<file path="config.mk">
export PLATFORM = sky130hd
export DESIGN_NAME = imu_ascii_sentence_encoder
export DESIGN_NICKNAME = d
export VERILOG_FILES = /design/src/hdl/imu_enc_pkg.sv /design/src/hdl/imu_ascii_sentence_encoder.sv
export SDC_FILE = /design/constraint.sdc
export NUM_CORES = 1
export LEC_CHECK = 0
export BUFFER_PORTS_ARGS = -buffer_cell sky130_fd_sc_hd__buf_2
export CORE_UTILIZATION = 31
export CTS_CLUSTER_SIZE = 8
export DETAILED_ROUTE_END_ITERATION = 10
export GPL_TIMING_DRIVEN = 1
export PLACE_DENSITY = 0.64
export SLEW_MARGIN = 20
export SYNTH_ARGS = -nofsm -noshare
export SYNTH_HDL_FRONTEND = slang
export SYNTH_SLANG_ARGS = --single-unit
</file>
<file path="constraint.sdc">
create_clock -name clk -period 9.1 [get_ports clk]
set_input_delay 0.455 -clock clk [delete_from_list [all_inputs] [get_ports clk]]
set_output_delay 0.455 -clock clk [all_outputs]
set_load 0.1 [all_outputs]
</file>
<file path="src/hdl/imu_enc_pkg.sv">
// Shared constants, types and character helpers for the IMU sentence encoder.
`default_nettype none

package imu_enc_pkg;

    // Sentence geometry.
    localparam int unsigned SENT_LEN  = 43;
    localparam int unsigned IDX_W     = 6;
    localparam int unsigned NUM_WORDS = 6;
    localparam int unsigned WORD_W    = 16;
    localparam int unsigned SEQ_W     = 4;
    localparam int unsigned IN_DATA_W = 104;

    typedef logic [IDX_W-1:0] idx_t;
    typedef logic [7:0]       char_t;

    // Byte positions within one sentence.
    localparam idx_t IDX_HDR_LAST   = idx_t'(6);
    localparam idx_t IDX_WORD_FIRST = idx_t'(7);
    localparam idx_t IDX_WORD_LAST  = idx_t'(36);
    localparam idx_t IDX_ZERO       = idx_t'(37);
    localparam idx_t IDX_SEQ        = idx_t'(38);
    localparam idx_t IDX_STAR       = idx_t'(39);
    localparam idx_t IDX_SUM_HI     = idx_t'(40);
    localparam idx_t IDX_SUM_LO     = idx_t'(41);
    localparam idx_t IDX_LAST       = idx_t'(SENT_LEN - 1);

    // Digit position within a word group; the fifth slot is the comma.
    localparam logic [2:0] DIG_COMMA = 3'd4;

    // ASCII characters used in the sentence.
    localparam char_t CH_DOLLAR = 8'h24;
    localparam char_t CH_COMMA  = 8'h2C;
    localparam char_t CH_STAR   = 8'h2A;
    localparam char_t CH_ZERO   = 8'h30;
    localparam char_t CH_LF     = 8'h0A;
    localparam char_t CH_HEX_AF = 8'h37;

    // Upper-case hex digit for one nibble.
    function automatic char_t hex_char(input logic [3:0] nib);
        if (nib <= 4'd9)
        begin
            return CH_ZERO + {4'h0, nib};
        end
        return CH_HEX_AF + {4'h0, nib};
    endfunction

    // Fixed header text "$GPIMU,".
    function automatic char_t header_char(input logic [2:0] pos);
        char_t c;
        case (pos)
            3'd0:    c = CH_DOLLAR;
            3'd1:    c = 8'h47;
            3'd2:    c = 8'h50;
            3'd3:    c = 8'h49;
            3'd4:    c = 8'h4D;
            3'd5:    c = 8'h55;
            default: c = CH_COMMA;
        endcase
        return c;
    endfunction

endpackage

`default_nettype wire

</file>
<file path="src/hdl/imu_ascii_sentence_encoder.sv">
// Top level of the IMU ASCII sentence encoder.
`default_nettype none

// Each accepted sample becomes one 43-byte sentence "$GPIMU,XXXX,...,0D*CC\n",
// sent one byte per item on the output stream with tlast on the line feed.
// The single byte-wide output register sets the rate. The next sample is
// accepted in the cycle the last byte of the current sentence is issued,
// so with the output always ready sentences follow with no gap. The
// checksum is the XOR of the bytes between '$' and '*', accumulated byte
// by byte as the sentence is sent.
module imu_ascii_sentence_encoder
    import imu_enc_pkg::*;
(
    input  wire logic                 clk,
    input  wire logic                 rst_n,
    input  wire logic                 s_tvalid,
    output logic                      s_tready,
    // gyro_x, gyro_y, gyro_z, accel_x, accel_y, accel_z, seq_digit, zero pad
    input  wire logic [IN_DATA_W-1:0] s_tdata,
    output logic                      m_tvalid,
    input  wire logic                 m_tready,
    // text_byte
    output logic [7:0]                m_tdata,
    output logic                      m_tlast
);

    localparam int unsigned WORDS_W = NUM_WORDS * WORD_W;

    // Sample registers and sentence position.
    logic [WORDS_W-1:0] words_reg, words_next;
    logic [SEQ_W-1:0]   seq_reg, seq_next;
    idx_t               idx_reg, idx_next;
    logic [2:0]         dig_reg, dig_next;
    char_t              sum_reg, sum_next;
    logic               busy_reg, busy_next;

    // Output register.
    logic               out_valid_reg, out_valid_next;
    char_t              out_byte_reg, out_byte_next;
    logic               out_last_reg, out_last_next;

    logic  issue;
    logic  accept;
    logic  in_words;
    char_t cur_char;

    // A byte is issued whenever a sentence is active and the output register frees up.
    assign issue    = busy_reg && (!out_valid_reg || m_tready);
    assign s_tready = !busy_reg || (issue && (idx_reg == IDX_LAST));
    assign accept   = s_tvalid && s_tready;
    assign in_words = (idx_reg inside {[IDX_WORD_FIRST:IDX_WORD_LAST]});

    // Character for the current sentence position.
    always_comb
    begin
        if (idx_reg <= IDX_HDR_LAST)
        begin
            cur_char = header_char(idx_reg[2:0]);
        end
        else if (in_words)
        begin
            cur_char = (dig_reg == DIG_COMMA) ? CH_COMMA
                                               : hex_char(words_reg[WORDS_W-1 -: 4]);
        end
        else if (idx_reg == IDX_ZERO)
        begin
            cur_char = CH_ZERO;
        end
        else if (idx_reg == IDX_SEQ)
        begin
            cur_char = CH_ZERO + {4'h0, seq_reg};
        end
        else if (idx_reg == IDX_STAR)
        begin
            cur_char = CH_STAR;
        end
        else if (idx_reg == IDX_SUM_HI)
        begin
            cur_char = hex_char(sum_reg[7:4]);
        end
        else if (idx_reg == IDX_SUM_LO)
        begin
            cur_char = hex_char(sum_reg[3:0]);
        end
        else
        begin
            cur_char = CH_LF;
        end
    end

    // Sentence sequencing, digit shifting and checksum accumulation.
    always_comb
    begin
        words_next = words_reg;
        seq_next   = seq_reg;
        idx_next   = idx_reg;
        dig_next   = dig_reg;
        sum_next   = sum_reg;
        busy_next  = busy_reg;

        if (issue)
        begin
            idx_next = idx_reg + idx_t'(1);
            if (idx_reg == IDX_LAST)
            begin
                busy_next = 1'b0;
            end
            if (in_words)
            begin
                if (dig_reg == DIG_COMMA)
                begin
                    dig_next = 3'd0;
                end
                else
                begin
                    dig_next   = dig_reg + 3'd1;
                    words_next = {words_reg[WORDS_W-5:0], 4'h0};
                end
            end
            if ((idx_reg != 6'd0) && (idx_reg <= IDX_SEQ))
            begin
                sum_next = sum_reg ^ cur_char;
            end
        end

        // A new sample starts a fresh sentence; gyro_x goes out first.
        if (accept)
        begin
            words_next = {s_tdata[15:0], s_tdata[31:16], s_tdata[47:32],
                          s_tdata[63:48], s_tdata[79:64], s_tdata[95:80]};
            seq_next   = s_tdata[99:96];
            idx_next   = idx_t'(0);
            dig_next   = 3'd0;
            sum_next   = 8'h00;
            busy_next  = 1'b1;
        end
    end

    // Output register load.
    always_comb
    begin
        out_valid_next = out_valid_reg;
        out_byte_next  = out_byte_reg;
        out_last_next  = out_last_reg;
        if (issue)
        begin
            out_valid_next = 1'b1;
            out_byte_next  = cur_char;
            out_last_next  = (idx_reg == IDX_LAST);
        end
        else if (m_tready)
        begin
            out_valid_next = 1'b0;
        end
    end

    // Control registers.
    always_ff @(posedge clk or negedge rst_n)
    begin
        if (!rst_n)
        begin
            busy_reg      <= 1'b0;
            out_valid_reg <= 1'b0;
            idx_reg       <= idx_t'(0);
            dig_reg       <= 3'd0;
        end
        else
        begin
            busy_reg      <= busy_next;
            out_valid_reg <= out_valid_next;
            idx_reg       <= idx_next;
            dig_reg       <= dig_next;
        end
    end

    // Payload registers.
    always_ff @(posedge clk)
    begin
        words_reg    <= words_next;
        seq_reg      <= seq_next;
        sum_reg      <= sum_next;
        out_byte_reg <= out_byte_next;
        out_last_reg <= out_last_next;
    end

    assign m_tvalid = out_valid_reg;
    assign m_tdata  = out_byte_reg;
    assign m_tlast  = out_last_reg;

endmodule

`default_nettype wire

</file>
==> metrics.txt <==
Storage cell area 0.00366 mm^2; largest net degree at the start of global routing 89; CP required 9.26 ns; count of final setup violators 0; num rows 50; Hold Violations, Final 0; Final Non-Filler Cells 1003; Seq/Total Area, Yosys 0.605; Worst-path clk slew 0.06 ns; max FFs per register 96; Ports 119; reg2reg start idx_reg[2]; unrepaired setup endpoints after global routing false; placed insts 969; die height 142 um; global-route wire length before repair 22.2 mm; die width 142 um; Post-CTS Hold Fix Bufs 1; EDFF count, synth 108; Worst path max stage delay 0.93 ns; Max Clock Skew 0.0112 ns; area grow syn2layout 23.7%; root buf cell clkbuf_16; Avg WL per Cell 13.6 um; Crit Path Category register to register; drt drc 0; post-CTS setup buffers 0; register bit total from synthesis 126; Synth Flop Type edfxtp_1; Lkg Pwr 3.30 nW; Total GRT Usage 0.143; worst hold slack 0.228 ns; fin util 0.396; total grt overflow 0; Syn Nets 743; PostCTS Resize Cnt 0; cells on worst reg2reg path 9; CP top delay family buffers and inverters; syn avg cell area 9.72 um^2; relative slew slack 0.342; FFs w/ async S/R, synth 0.0873; placed inst area 0.00685 mm^2; initial antenna violation count 2; Sinks on Clock Net 126; placeable core region 0.0189 mm^2; port bufs 113; setup TNS 0 ns; CTS Buf Count 17; Syn. warnings 0; DRT iter0 DRCs 254; worst setup path end words_reg[84]; worst path cell trace and4bb_2 > and2_1 > a21o_1 > nand2_4 > buf_4 > clkinv_2 > buf_4 > nand2_1 > nand2_1; Stages on worst setup path 9; fill cell count 1917; Synth area leaders edfxtp_1 (54%), nand2_1 (19%), dfrtp_1 (4.6%), ha_1 (2.7%), dfxtp_1 (2.3%); post-synth top area cell edfxtp_1; clock latency on the worst-skew pair 0.41 ns; Final ANT Viol Nets 0; fmax 226 MHz; Placer Congestion 0.866; Hold WC Path Type input port to register; Netlist cell types 58; layout cell share with drive strength beyond 1 0.216; CTS tree built; Critical Path Start idx_reg[2]; pre-CTS setup slack 4.54 ns; Multi-input gate area 0.00221 mm^2; post-synth top area share 0.536; r2r setup slk 4.67 ns; vias in the first global route 4479; MaxCap Viol Count 0; Finished Cell Area 0.00748 mm^2; DR vias/cell 4.51; Least-Margin Pin Slew 0.987 ns; H-Tree Level Count 4; Crit Path Max Fanout 88; Slowest cell on crit path clkinv_2; dpl hpwl 8.73 mm; worst endpoint data arrival time 4.59 ns; Tmin final 4.43 ns; status completed; Critical Path Start Type register; via count 4524; DRT Pass-1 Iters 5; Buf/Inv on CP 3; Final WS setup 4.67 ns; post-route clock period utilization 0.487; Critical Path End Type register; count of pins over their slew limit 0; Post-Syn Instances 622; synthesized area 0.00605 mm^2; Clock Tree Buf Depth 2; VDD IR-drop max 0.129 mV; Power Density 343 mW/mm^2; total chip power 2.56 mW; Final #Nets 850; Die ar. 0.0201 mm^2; Reg-to-Reg End words_reg[84]; total routed wirelength 13.6 mm; Initial Utilization 0.320
[area by class of cell]
| cell class | count | area share |
|---|---|---|
| Antenna cell | 1 | 0.000335 |
| Clock buffer | 18 | 0.0574 |
| Sequential cell | 126 | 0.489 |
| Inverter | 16 | 0.00820 |
| Multi-Input combinational cell | 449 | 0.295 |
| Tap cell | 260 | 0.0435 |
| Clock inverter | 14 | 0.0241 |
| Timing Repair Buffer | 119 | 0.0820 |
[kinds of logic (layout without fill, tap and decap cells)]
logic type,Yosys count,count (layout),share of synthesized area
and+or+nand+nor,364,364,0.247
DFF,126,126,0.605
AOI/OAI and AO/OA,60,60,0.0708
buffers and inverters,47,167,0.0331
adders and majority gates,13,13,0.0269
xor gates and xnor gates,7,7,0.0101
muxes,4,4,0.00662
other,1,2,0.000620
[cells in the final DEF (no fill, tap or decap), types with 2 or more instances in the layout]
cell type     n
nor3_1        4
clkbuf_16    17
nor2_1       23
edfxtp_1    108
o311ai_0      3
o211a_1       2
ha_1         13
buf_2       113
o21ai_0       5
a211oi_1      6
inv_6         6
and2_1        5
bufinv_16     3
a31oi_1       5
nand2_1     299
inv_1        15
a211o_1       2
clkinv_4      2
nand4_1       4
a311oi_1      2
nor2b_1       3
nand2b_1      6
a21oi_1      17
clkinvlp_4    2
xnor2_1       6
mux2i_1       4
nand3_1       3
dfrtp_1      11
dfxtp_1       7
buf_4         5
and3_1        6
clkinv_2      2
o21bai_1      2
[worst reg2reg max path: stages, from the launching register on]
cell	delay [ns]
dfrtp_1	0.65
and4bb_2	0.34
and2_1	0.20
a21o_1	0.27
nand2_4	0.18
buf_4	0.72
clkinv_2	0.96
buf_4	0.61
nand2_1	0.18
nand2_1	0.05
[synthesized netlist by cell type (2+ instances only)]
master and count:
mux2i_1 4, nor2b_1 3, o21ai_0 6, o21bai_1 2, and2_1 5, a21oi_1 17
nand3_1 3, a311oi_1 2, inv_1 15, a211o_1 2, buf_2 4, nand2_1 300
nand4_1 4, buf_6 2, dfxtp_1 7, ha_1 13, edfxtp_1 108, nor2_1 23
xnor2_1 6, clkbuf_1 17, buf_1 7, dfrtp_1 11, nand2b_1 6, o311ai_0 3
nor3_1 4, and3_1 6, o211a_1 2, a31oi_1 5, a211oi_1 6
[worst min-delay path by stage]
stage / from / endpoint / cells after the start
global placement: rst_n / m_tvalid / 1
finish: s_tdata[98] / seq_reg[2] / 1
global route: s_tdata[98] / seq_reg[2] / 1
CTS: s_tdata[98] / seq_reg[2] / 1
floorplan: rst_n / busy_reg / 0
detailed placement: rst_n / m_tvalid / 1
[where the power goes]
part | total, mW | internal [mW] | switching, mW | leakage, nW
Clock | 0.707 | 0.437 | 0.271 | 0.293
Combinational | 0.791 | 0.254 | 0.537 | 1.80
Sequential | 1.06 | 0.951 | 0.113 | 1.20
[routing by layer]
layer  track usage  share of wire
met1         0.176           0.46
met2         0.232           0.47
met3        0.0624          0.065
met4        0.0283         0.0065
met5             0        0.00095
Note: power is estimated with default switching activity, not from simulation.
